File: config.mk
export PLATFORM = sky130hd
export DESIGN_NAME = ir_pulse_width_frame_decoder_flat
export DESIGN_NICKNAME = d
export VERILOG_FILES = /design/src/rtl/core/irpw_pkg.sv /design/src/rtl/core/irpw_dur_if.sv /design/src/rtl/core/irpw_code_if.sv /design/src/rtl/core/irpw_classify.sv /design/src/rtl/core/ir_pulse_width_frame_decoder.sv /design/src/flat_wrapper.sv
export SDC_FILE = /design/constraint.sdc
export NUM_CORES = 1
export LEC_CHECK = 0
export CAP_MARGIN = 20
export CELL_PAD_IN_SITES_DETAIL_PLACEMENT = 1
export CELL_PAD_IN_SITES_GLOBAL_PLACEMENT = 1
export CORE_UTILIZATION = 50
export CTS_BUF_LIST = sky130_fd_sc_hd__clkbuf_8
export DETAILED_ROUTE_END_ITERATION = 10
export DONT_BUFFER_PORTS = 1
export PLACE_DENSITY = 0.76
export SYNTH_ARGS = -nofsm -noshare
export SYNTH_HDL_FRONTEND = slang
export SYNTH_SLANG_ARGS = --single-unit
File: constraint.sdc
create_clock -name i_clk -period 2.8 [get_ports i_clk]
set_clock_uncertainty 0.1 [all_clocks]
set_input_delay 0.56 -clock i_clk [delete_from_list [all_inputs] [get_ports i_clk]]
set_output_delay 0.56 -clock i_clk [all_outputs]
set_load 0.1 [all_outputs]
File: src/rtl/core/irpw_pkg.sv
// Shared types and constants for the IR pulse-width frame decoder.
package irpw_pkg;

    localparam int DUR_W  = 8;
    localparam int CODE_W = 32;
    localparam int CFG_W  = 8;
    localparam int IDX_W  = 2;

    localparam logic [CFG_W-1:0] LEADER_MIN_RST = 8'h07;
    localparam logic [CFG_W-1:0] LEADER_MAX_RST = 8'h09;
    localparam logic [CFG_W-1:0] ONE_MIN_RST    = 8'h13;
    localparam logic [CFG_W-1:0] ONE_MAX_RST    = 8'h18;

    typedef enum logic [IDX_W-1:0] {
        CFG_LEADER_MIN = 2'd0,
        CFG_LEADER_MAX = 2'd1,
        CFG_ONE_MIN    = 2'd2,
        CFG_ONE_MAX    = 2'd3
    } t_cfg_idx;

    typedef struct packed {
        logic [CFG_W-1:0] leader_min;
        logic [CFG_W-1:0] leader_max;
        logic [CFG_W-1:0] one_min;
        logic [CFG_W-1:0] one_max;
    } t_cfg;

    typedef struct packed {
        logic is_leader;
        logic is_one;
    } t_class;

endpackage

File: src/rtl/core/irpw_dur_if.sv
// Stream interface that carries one measured pulse duration per beat.
interface irpw_dur_if;
    logic                       valid;
    logic                       ready;
    logic [irpw_pkg::DUR_W-1:0] duration;

    modport source (output valid, output duration, input ready);
    modport sink (input valid, input duration, output ready);
endinterface

File: src/rtl/core/irpw_code_if.sv
// Stream interface that carries one decoded frame code per beat.
interface irpw_code_if;
    logic                        valid;
    logic                        ready;
    logic [irpw_pkg::CODE_W-1:0] code;

    modport source (output valid, output code, input ready);
    modport sink (input valid, input code, output ready);
endinterface

File: src/rtl/core/irpw_classify.sv
// Window compares that classify one duration as leader and as one bit.
module irpw_classify (
    input  logic [irpw_pkg::DUR_W-1:0] i_duration,
    input  irpw_pkg::t_cfg             i_cfg,
    output irpw_pkg::t_class           o_class
);
    import irpw_pkg::*;

    always_comb begin
        o_class.is_leader = (i_duration >= i_cfg.leader_min) &&
                            (i_duration <= i_cfg.leader_max);
        o_class.is_one    = (i_duration >= i_cfg.one_min) &&
                            (i_duration <= i_cfg.one_max);
    end
endmodule

File: src/rtl/core/ir_pulse_width_frame_decoder.sv
// Top level of the IR pulse-width frame decoder.
// Durations enter an input register, are classified against the leader and
// one-bit windows and update the frame state as that register advances; a
// finished frame code lands in an output register. One duration beat is
// accepted per cycle unless the output stalls: both stages advance together,
// so a stalled output holds the input register. While idle, a duration in the
// leader window opens a frame; the next BITS durations give code bits, least
// significant first, and bits past 32 are dropped. The user writes registers
// through the plain write port only while idle; the block does not enforce it.
module ir_pulse_width_frame_decoder #(
    parameter int BITS = 32
) (
    input  logic                       i_clk,
    input  logic                       i_rst_n,
    input  logic                       i_cfg_we,
    input  logic [irpw_pkg::IDX_W-1:0] i_cfg_idx,
    input  logic [irpw_pkg::CFG_W-1:0] i_cfg_data,
    irpw_dur_if.sink                   i_in,
    irpw_code_if.source                o_out
);
    import irpw_pkg::*;

    localparam int CNT_W = $clog2(BITS);

    t_cfg              r_cfg;
    logic              r_s_valid;
    logic [DUR_W-1:0]  r_s_dur;
    logic              r_collecting;
    logic [CNT_W-1:0]  r_cnt;
    logic [CODE_W-1:0] r_shift;
    logic              r_out_valid;
    logic [CODE_W-1:0] r_out_code;

    logic              advance;
    logic              work;
    logic              last_bit;
    logic [CODE_W-1:0] n_shift;
    t_class            cls;

    irpw_classify u_classify (
        .i_duration (r_s_dur),
        .i_cfg      (r_cfg),
        .o_class    (cls)
    );

    assign advance     = !r_out_valid || o_out.ready;
    assign work        = r_s_valid && advance;
    assign i_in.ready  = !r_s_valid || advance;
    assign o_out.valid = r_out_valid;
    assign o_out.code  = r_out_code;
    assign last_bit    = (r_cnt == CNT_W'(BITS - 1));

    always_comb begin
        n_shift = r_shift;
        if (cls.is_one && ((7'(r_cnt)) < 7'd32)) begin
            n_shift = r_shift | (CODE_W'(1) << 5'(r_cnt));
        end
    end

    always_ff @(posedge i_clk) begin
        if (!i_rst_n) begin
            r_cfg.leader_min <= LEADER_MIN_RST;
            r_cfg.leader_max <= LEADER_MAX_RST;
            r_cfg.one_min    <= ONE_MIN_RST;
            r_cfg.one_max    <= ONE_MAX_RST;
        end else if (i_cfg_we) begin
            unique case (t_cfg_idx'(i_cfg_idx))
                CFG_LEADER_MIN: r_cfg.leader_min <= i_cfg_data;
                CFG_LEADER_MAX: r_cfg.leader_max <= i_cfg_data;
                CFG_ONE_MIN:    r_cfg.one_min    <= i_cfg_data;
                CFG_ONE_MAX:    r_cfg.one_max    <= i_cfg_data;
                default: ;
            endcase
        end
    end

    always_ff @(posedge i_clk) begin
        if (!i_rst_n) begin
            r_s_valid <= 1'b0;
        end else if (i_in.ready) begin
            r_s_valid <= i_in.valid;
        end
    end

    always_ff @(posedge i_clk) begin
        if (i_in.valid && i_in.ready) begin
            r_s_dur <= i_in.duration;
        end
    end

    always_ff @(posedge i_clk) begin
        if (!i_rst_n) begin
            r_collecting <= 1'b0;
            r_cnt        <= '0;
            r_shift      <= '0;
        end else if (work) begin
            if (!r_collecting) begin
                if (cls.is_leader) begin
                    r_collecting <= 1'b1;
                    r_cnt        <= '0;
                    r_shift      <= '0;
                end
            end else if (last_bit) begin
                r_collecting <= 1'b0;
                r_cnt        <= '0;
                r_shift      <= '0;
            end else begin
                r_cnt   <= r_cnt + CNT_W'(1);
                r_shift <= n_shift;
            end
        end
    end

    always_ff @(posedge i_clk) begin
        if (!i_rst_n) begin
            r_out_valid <= 1'b0;
        end else if (advance) begin
            r_out_valid <= work && r_collecting && last_bit;
        end
    end

    always_ff @(posedge i_clk) begin
        if (work && r_collecting && last_bit) begin
            r_out_code <= n_shift;
        end
    end

`ifndef SYNTHESIS
    a_cnt_in_frame: assert property (@(posedge i_clk) disable iff (!i_rst_n)
        (r_cnt != '0) |-> r_collecting)
        else $error("Bit counter runs outside a frame.");

    a_cnt_range: assert property (@(posedge i_clk) disable iff (!i_rst_n)
        7'(r_cnt) < 7'(BITS))
        else $error("Bit counter passed the frame length.");

    a_stage_hold: assert property (@(posedge i_clk) disable iff (!i_rst_n)
        (r_s_valid && !advance) |=> (r_s_valid && $stable(r_s_dur)))
        else $error("Input register lost a beat while stalled.");

    a_frame_end: assert property (@(posedge i_clk) disable iff (!i_rst_n)
        (work && r_collecting && last_bit) |=> (r_out_valid && !r_collecting))
        else $error("Frame end did not produce a code beat.");
`endif
endmodule

File: src/flat_wrapper.sv
// flat-port wrapper written by rule: the top's interface ports become plain ports
module ir_pulse_width_frame_decoder_flat import irpw_pkg::*;
#(
    parameter int BITS = 32
)
  (i_clk, i_rst_n, i_cfg_we, i_cfg_idx, i_cfg_data, i_in_valid, i_in_duration, i_in_ready, o_out_valid, o_out_code, o_out_ready);
  irpw_dur_if i_in_i ();
  irpw_code_if o_out_i ();
  input  logic i_clk;
  input  logic i_rst_n;
  input  logic i_cfg_we;
  input  logic [irpw_pkg::IDX_W-1:0] i_cfg_idx;
  input  logic [irpw_pkg::CFG_W-1:0] i_cfg_data;
  input wire logic [$bits(i_in_i.valid)-1:0] i_in_valid;
  input wire logic [$bits(i_in_i.duration)-1:0] i_in_duration;
  output wire logic [$bits(i_in_i.ready)-1:0] i_in_ready;
  output wire logic [$bits(o_out_i.valid)-1:0] o_out_valid;
  output wire logic [$bits(o_out_i.code)-1:0] o_out_code;
  input wire logic [$bits(o_out_i.ready)-1:0] o_out_ready;
  assign i_in_i.valid = i_in_valid;
  assign i_in_i.duration = i_in_duration;
  assign i_in_ready = i_in_i.ready;
  assign o_out_valid = o_out_i.valid;
  assign o_out_code = o_out_i.code;
  assign o_out_i.ready = o_out_ready;
  ir_pulse_width_frame_decoder #(.BITS(BITS)) u_core (.i_clk(i_clk), .i_rst_n(i_rst_n), .i_cfg_we(i_cfg_we), .i_cfg_idx(i_cfg_idx), .i_cfg_data(i_cfg_data), .i_in(i_in_i), .o_out(o_out_i));
endmodule
Word-level counts from Yosys, hierarchy flattened
Index checks and enable logic that the tools add are counted.
Widths: inputs -> output; s select.
{"block": "totals", "ff_bits": 112, "in_bits": 23, "wordCells": 49}
{"block": "op_classes", "add_sub_neg": 1, "order_cmp": 4, "n_eq_ne": 4, "n_shift": 1, "n_mux": 10, "bitwise": 1, "n_reduce_logical": 17}
{"op": "$mux 32", "count": 4}
{"op": "$or 32x32->32", "count": 1}
{"op": "$shl 1x5->32 const A", "count": 1}
{"op": "$ge 8x8->1", "count": 2}
{"op": "$le 8x8->1", "count": 2}
{"op": "$mux 5", "count": 3}
{"op": "$reduce_and 2->1", "count": 5}
{"op": "$logic_and 1x1->1", "count": 6}
{"op": "$add 5x1->5 const B", "count": 1}
{"op": "$eq 5x5->1 const B", "count": 1}
{"op": "$eq 2x2->1 const B", "count": 2}
{"op": "$mux 1", "count": 3}
{"op": "$eq 2x1->1 const B", "count": 1}
{"op": "$logic_not 1->1", "count": 2}
{"op": "$logic_not 2->1", "count": 1}
{"op": "$logic_or 1x1->1", "count": 2}
{"op": "$reduce_bool 2->1", "count": 1}

Depth between registers and ports, before layout
Gate-level depths: netlist of the first run.
{"block": "depth", "depth_word": 5, "depth_mapped": 10, "depth_no_buf": 8}

Modules after synthesis
Synthesis of the first run repeated with hierarchy kept, for this count alone.
{"block": "unflattened", "cells_unflattened": 505, "hier_area_um2": 5086.1}
{"mod": "ir_pulse_width_frame_decoder", "n_inst": 1, "cells_each": 392, "area_per_inst_um2": 4292.9, "seq_area_each_um2": 2642.5}
{"mod": "irpw_classify", "n_inst": 1, "cells_each": 113, "area_per_inst_um2": 793.3, "seq_area_each_um2": 0.0}

Worst setup path before layout of the first run
No wires, ideal clock.
{"block": "synth_timing", "path_kind": "register -> output", "start": "reg u_core.r_out_valid, in the netlist u_core.o_out.valid", "end": "out i_in_ready", "arrival_ns": 1.753, "required_time_ns": 2.140, "setup_slack_ns": 0.387, "path_stages_with_launch": 3, "cell_sequence": "dfxtp_1 nor2b_1 nand2_1"}
{"block": "synth_between", "elab_chain_len": 3}
{"element": "start: declaration", "line_no": "ir_pulse_width_frame_decoder.sv:31", "rtl": "logic r_out_valid;"}
{"element": "start signal: assignment", "line_no": "ir_pulse_width_frame_decoder.sv:118", "rtl": "r_out_valid <= work && r_collecting && last_bit;"}
{"element": "$logic_not 1->1", "line_no": "ir_pulse_width_frame_decoder.sv:46", "rtl": "assign advance = !r_out_valid || o_out.ready;"}
{"element": "$logic_or 1x1->1", "line_no": "ir_pulse_width_frame_decoder.sv:46"}
{"element": "$logic_or 1x1->1", "line_no": "ir_pulse_width_frame_decoder.sv:48", "rtl": "assign i_in.ready = !r_s_valid || advance;"}
{"element": "end: declaration", "line_no": "flat_wrapper.sv:16", "rtl": "output wire logic [$bits(i_in_i.ready)-1:0] i_in_ready;"}
Every way passes these cells.

Worst setup path in the final report of the first run
{"block": "layout_timing", "start": "reg u_core.r_s_dur[1]", "end": "reg u_core.r_out_code[31], in the netlist u_core.o_out.code[31], data pin"}
{"block": "layout_between", "elab_chain_len": 3, "word_cells_on_any_way": 4, "classes_between": "order compare: 2; mux: 1; reduce/logical: 1"}
{"element": "start: declaration", "line_no": "ir_pulse_width_frame_decoder.sv:27", "rtl": "logic [DUR_W-1:0] r_s_dur;"}
{"element": "start signal: assignment", "line_no": "ir_pulse_width_frame_decoder.sv:87", "rtl": "r_s_dur <= i_in.duration;"}
{"element": "$ge 8x8->1 or $le 8x8->1 (tied branches)", "line_no": "irpw_classify.sv:12, irpw_classify.sv:13"}
{"element": "$logic_and 1x1->1 (*)", "line_no": "irpw_classify.sv:12", "rtl": "o_class.is_one = (i_duration >= i_cfg.one_min) &&"}
{"element": "$mux 32 (*)", "line_no": "ir_pulse_width_frame_decoder.sv:55", "rtl": "if (cls.is_one && ((7'(r_cnt)) < 7'd32)) begin"}
{"element": "named net u_core.n_shift[31]", "line_no": "ir_pulse_width_frame_decoder.sv:37", "rtl": "logic [CODE_W-1:0] n_shift;"}
{"element": "end signal: assignment", "line_no": "ir_pulse_width_frame_decoder.sv:124", "rtl": "r_out_code <= n_shift;"}
{"element": "end: declaration", "line_no": "ir_pulse_width_frame_decoder.sv:32", "rtl": "logic [CODE_W-1:0] r_out_code;"}
Mark *: on every way through the listed nets, which the timed path passes. The rest lies on a longest branch.
A chain may end at the register's enable or synchronous reset.

==> results.ini, run 1 <==
[timing]
max_freq_ghz = 0.3835
finalSetupViolCount = 0
max_slew_margin_pct = 38.60
tns_ns = 0
finalHoldViolCount = 0
period_minus_slack_ns = 2.608
period_share_pct = 93.13
fin_hold_ws_ns = 0.1495
slew_viol_final = 0
worstMarginPinSlew_ns = 0.9229
rsz0062_at_grt = no

[critical_path]
crit_chain = ha_1, nor2b_1, o211ai_1, a211oi_1, nor4_4, buf_4, a31o_2
crit_type = flip-flop to flip-flop
worstPathRequired_ns = 2.85
crit_slowest_cell = a211oi_1
r2r-start = u_core.r_s_dur[1]
cp-end-kind = flip-flop
slowest_delay_ns = 0.58
worstSetupStartpointType = flip-flop
ff2ff_path_depth = 7
rrSetupSlack_ns = 0.19
crit_fanout = 32
arrival_ns = 2.65
rr_endpoint = u_core.o_out.code[31]

[yosys]
syn_area_per_cell_um2 = 10.39
yosys.area.top_type = dfxtp_1
synth_seq_cells = 112
synthCells = 488
yosys-top-cells-count = dfxtp_1 (72), nor2_1 (46), nand2_1 (43)
syn_nets = 550
yosysTopAreaCellShare_pct = 28.42
ys_warn_count = 0
synthFlopType = dfxtp_1
netlist-cell-type-count = 41
synth_edf_count = 40
synth.area.top_cells = dfxtp_1 (28%), edfxtp_1 (24%), ha_1 (9.6%)
syn_area_mm2 = 0.005072
ys_seq_area_share_pct = 52.10
synth-async-reset-ratio_pct = 0
yosysMostFrequentCell = dfxtp_1

[drt]
dr.pass1.iters = 4
routed_wl_um = 11500
vias = 3529
drc = 0
ant_nets = 0
first_iter_violations = 88
wire_per_inst_um = 18.28
vias_per_cell = 5.610

[die]
dieArea_mm2 = 0.01055
pin_count = 57
coreArea_mm2 = 0.009819
die_x_um = 102.7
num_rows = 36
die_y_um = 102.7
start_util_pct = 51.66

[clock_tree]
clkTransAtPathRegs_ns = 0.10
post-cts-setup-buffers = 0
numClockSinks = 112
cts_resized = 0
cts.path.max_buffers = 2
cts_tree = built
cts_made_buffers = 9
cts_hold_buf = 0
root_buffer = clkbuf_8
clkLatencyLatePin_ns = 0.39
cts_max_level = 3

[min_path]
holdPathEnd = u_core.r_cfg[19]
hp-start = i_rst_n
hp-class = primary input to flip-flop
min_path_cells = 1

[global_route]
grt-ovfl-total = 0
grt_pass1_wl_um = 18710
grt_start_max_net_pins = 39
first_global_vias = 3658
antenna_found_initial = 0
grt_usage_pct = 23.74

[final_layout]
syn_to_final_growth_pct = 7.795
drive_gt1_share_pct = 8.468
nets = 553
n_antenna_cell = 0

[power]
ir_worst_vdd_mv = 0.4065
powerDensity_mw_per_mm2 = 545.7
p_leak_uw = 0.002355
finalPower_uw = 2984

[place]
place_hpwl_um = 8115
io_buffers = 0
gp_congestion = 0.8340

[outcome]
status = completed

[flow_run]
drv_cap = 0

[layout by cell type (no fill, tap or decap), types with 6 or more instances in the layout]
cell,n
nand4_1,6
and2_1,12
a31oi_1,30
a21oi_1,17
dfxtp_1,72
ha_1,39
mux2i_1,8
inv_1,37
nand2_1,43
nor2b_1,17
buf_4,12
a21boi_0,14
o211ai_1,8
a21o_1,29
edfxtp_1,40
clkbuf_8,9
nor2_1,46
and3_1,6
[power by group]
group / total (µW) / internal (µW) / leakage, µW / switching (µW)
Combinational: 304 / 129 / 0.00128 / 175
Clock: 947 / 406 / 0.0000962 / 541
Sequential: 1730 / 1710 / 0.000981 / 26.7
Total: 2980 / 2240 / 0.00235 / 742
[registers in the layout (all words and copies together), names as in the netlist]
| register | flops |
|---|---|
| u_core.r_cfg | 32 |
| u_core.r_collecting | 1 |
| u_core.r_cnt | 5 |
| u_core.r_shift | 32 |
| u_core.o_out.valid | 1 |
| u_core.r_s_dur | 8 |
| u_core.o_out.code | 32 |
| u_core.r_s_valid | 1 |
[final cells by class]
cell class,instances,area [µm²]
multi-input cells,316,2166
fillers,1105,4352
clock buffers,9,123.9
repair buffers,16,170.2
well taps,133,166.4
flip-flops and latches,112,2643
inverters,36,135.1
clock inverters,7,63.81
[critical path, delay by kind of cell (launching register included)]
family,cells,cell delay (ns)
adder cells (fa/ha/maj),1,0.34
AO/OA/AOI/OAI,3,0.96
buffers and inverters,1,0.26
AND/OR/NAND/NOR,2,0.23
flip-flops,1,0.47
[routing by layer]
metal | share of wire [%] | GRT usage [%]
met5 | 0 | 0
met3 | 3.8 | 6.644
met4 | 1.5 | 7.143
met1 | 47 | 31.16
met2 | 47 | 38.05
[how the worst max path moves through the flow]
stage	start	end	slack (ns)	cells past startpoint
finish	u_core.r_s_dur[1]	u_core.o_out.code[31]	0.19	7
global route	u_core.r_s_dur[1]	u_core.o_out.code[31]	0.09	7
CTS	u_core.r_s_dur[7]	u_core.o_out.code[2]	0.1	7
detailed placement	u_core.r_s_dur[7]	u_core.o_out.code[2]	0.18	7
global placement	u_core.r_s_dur[1]	u_core.o_out.code[27]	0.32	7
floorplan	u_core.o_out.valid	i_in_ready	0.39	2
[through the flow]
step / cells / setup WS, ns / utilization [%] / area, µm²
6_report: 629 / 0.1924 / 55.68 / 5468
5_1_grt: 629 / 0.08559 / 55.68 / 5468
4_1_cts: 627 / 0.09850 / 55.40 / 5440
3_5_place_dp: 611 / 0.1824 / 53.49 / 5253
3_3_place_gp: 611 / 0.3171 / 53.49 / 5253
2_1_floorplan: 488 / 0.3866 / - / 5072
[logic make-up (layout without fill, tap and decap cells)]
kind of cell	count (synthesis)	count (layout)	synth area share, %
xor gates and xnor gates	1	1	0.1727
muxes	8	8	1.579
and+or+nand+nor	145	145	13.69
adders and majority gates	39	39	9.620
AOI/OAI and AO/OA	123	123	17.29
buffers and inverters	60	68	5.550
DFF	112	112	52.10
No activity file was read; power rests on OpenSTA's default activity.
==> run 2, diff against run 1 <==
PLACE_DENSITY = 0.87   (was 0.76)
==> results.ini, run 2 (same netlist as run 1, synthesis figures left out) <==
[clock_tree]
root_buffer = clkbuf_8
clkTransAtPathRegs_ns = 0.11  ; about the same
cts_hold_buf = 0  ; unchanged
cts_tree = built
cts.path.max_buffers = 2  ; unchanged
cts_max_level = 3  ; unchanged
clkLatencyLatePin_ns = 0.40  ; about the same
numClockSinks = 112  ; unchanged
cts_made_buffers = 9  ; unchanged
post-cts-setup-buffers = 0  ; unchanged
cts_resized = 0  ; unchanged

[global_route]
use_met3_pct = 4.814  ; -1.8 points
antenna_found_initial = 0  ; unchanged
first_global_vias = 3708  ; +1.4%
grt_pass1_wl_um = 18970  ; +1.4%
top_usage_layer = met2
met2_usage_pct = 41.69  ; +3.6 points
grt_start_max_net_pins = 39  ; unchanged
grt-ovfl-total = 0  ; unchanged
met1_usage_pct = 28.93  ; -2.2 points
grt_usage_pct = 24.13  ; +0.39 points

[power]
clockPowerShare_pct = 35.8  ; +4.1 points
p_seq_share_pct = 55.2  ; -2.9 points
p_switching_uw = 797.6  ; +7.5%
switching_share_pct = 25.40  ; +0.53 points
p_leak_uw = 0.002351  ; -0.17%
p_int_uw = 2343  ; +4.5%
p_comb_share_pct = 9.0  ; -1.2 points
ir_worst_vdd_mv = 0.2463  ; -39%
powerDensity_mw_per_mm2 = 574.7  ; +5.3%

[critical_path]
worstSetupStartpointType = flip-flop
arrival_ns = 2.84  ; +0.19 ns
crit_type = flip-flop to flip-flop
crit_fanout = 26  ; -19%
cp-end-kind = flip-flop
worstPathRequired_ns = 3.03  ; +0.18 ns
ff2ff_path_depth = 9  ; +2

[place]
dpl_cell_area_mm2 = 0.005233  ; -0.38%
io_buffers = 0  ; unchanged
place_hpwl_um = 8554  ; +5.4%
dp_cells = 610  ; -0.16%
gp_congestion = 0.8927  ; +7.0%

[die]
die_y_um = 102.7  ; unchanged
die_x_um = 102.7  ; unchanged
dieArea_mm2 = 0.01055  ; unchanged
start_util_pct = 51.66  ; unchanged
coreArea_mm2 = 0.009819  ; unchanged
num_rows = 36  ; unchanged
pin_count = 57  ; unchanged

[drt]
first_iter_violations = 169  ; +92%
vias = 3597  ; +1.9%
routed_wl_um = 12030  ; +4.6%
dr.pass1.iters = 4  ; unchanged
wire_per_inst_um = 19.22  ; +5.1%
vias_per_cell = 5.746  ; +2.4%
ant_nets = 0  ; unchanged
drc = 0  ; unchanged

[final_layout]
fin_area_mm2 = 0.005464  ; about the same
final_common_cell = dfxtp_1
final_cells = 626  ; -0.48%
layout_common_cells = dfxtp_1 (72), nor2_1 (46), nand2_1 (43)
seqCellArea_mm2 = 0.002643  ; unchanged
n_antenna_cell = 0  ; unchanged
drive_gt1_share_pct = 8.114  ; -0.35 points
syn_to_final_growth_pct = 7.721  ; about the same
multi_input_area_mm2 = 0.002166  ; unchanged
nets = 550  ; -0.54%
fill_cells = 1105  ; unchanged

[timing]
finalSetupViolCount = 0  ; unchanged
period_share_pct = 92.95  ; -0.17 points
finalHoldViolCount = 0  ; unchanged
max_slew_margin_pct = 39.10  ; +0.50 points
period_minus_slack_ns = 2.603  ; -0.004864 ns
rsz0062_at_grt = no
slew_viol_final = 0  ; unchanged
worstMarginPinSlew_ns = 0.9154  ; -0.007533 ns
max_freq_ghz = 0.3842  ; +0.19%
tns_ns = 0  ; unchanged

[outcome]
status = completed

[min_path]
hp-class = primary input to flip-flop
min_path_cells = 1  ; unchanged

[flow_run]
drv_cap = 0  ; unchanged

-- run 2: per-layer routing --
metal | part of all wire, % | wire (µm) | vias up
li1 | - | - | 1722
met1 | 44 | 5316 | 1776
met2 | 50 | 5994 | 79
met3 | 3.7 | 441 | 20
met4 | 2.3 | 276 | 0
met5 | 0 | 0 | -
-- run 2: critical path, cell delays in order, from the launching register on --
cell and delay [ns]:
edfxtp_1 0.46, ha_1 0.38, nand4_1 0.16, nor2_1 0.22
a211oi_1 0.09, buf_4 0.17, nor4_4 0.49, buf_12 0.24
a31oi_1 0.10, nor2_1 0.13
-- run 2: final timing paths --
kind / from / endpoint / slack (ns)
min: i_rst_n / u_core.r_cfg[24] / 0.14
min reg2reg: u_core.r_cfg[5] / u_core.r_cfg[5] / 0.38
max reg2reg: u_core.r_s_dur[7] / u_core.r_shift[9] / 0.20
max: u_core.r_s_dur[7] / u_core.r_shift[9] / 0.20
-- run 2: area by class of cell --
type | instances | area share, %
sequential | 112 | 48.36
multi-input combinational | 316 | 39.64
inverter | 36 | 2.473
tap | 133 | 3.046
clock buffer | 9 | 2.267
timing repair buffer | 13 | 2.244
clock inverter | 7 | 1.969
-- run 2: power groups by stage --
stage	Clock [µW]	Sequential, µW	Combinational [µW]
detailed placement	0	1770	279
floorplan	0	1760	210
global route	1190	1740	316
CTS	1140	1730	285
global placement	0	1770	264
finish	1120	1730	283
-- run 2: through the flow --
step                hold WS, ns  total power [µW]  utilization [%]  setup slack (ns)
floorplan                0.3386              1970                -            0.3866
finish                   0.1369              3140            55.64            0.1973
global route             0.1334              3240            55.64           0.06254
global placement         0.3478              2032            53.29            0.3177
CTS                      0.1117              3155            55.64            0.1765
detailed placement       0.3641              2050            53.29            0.2276
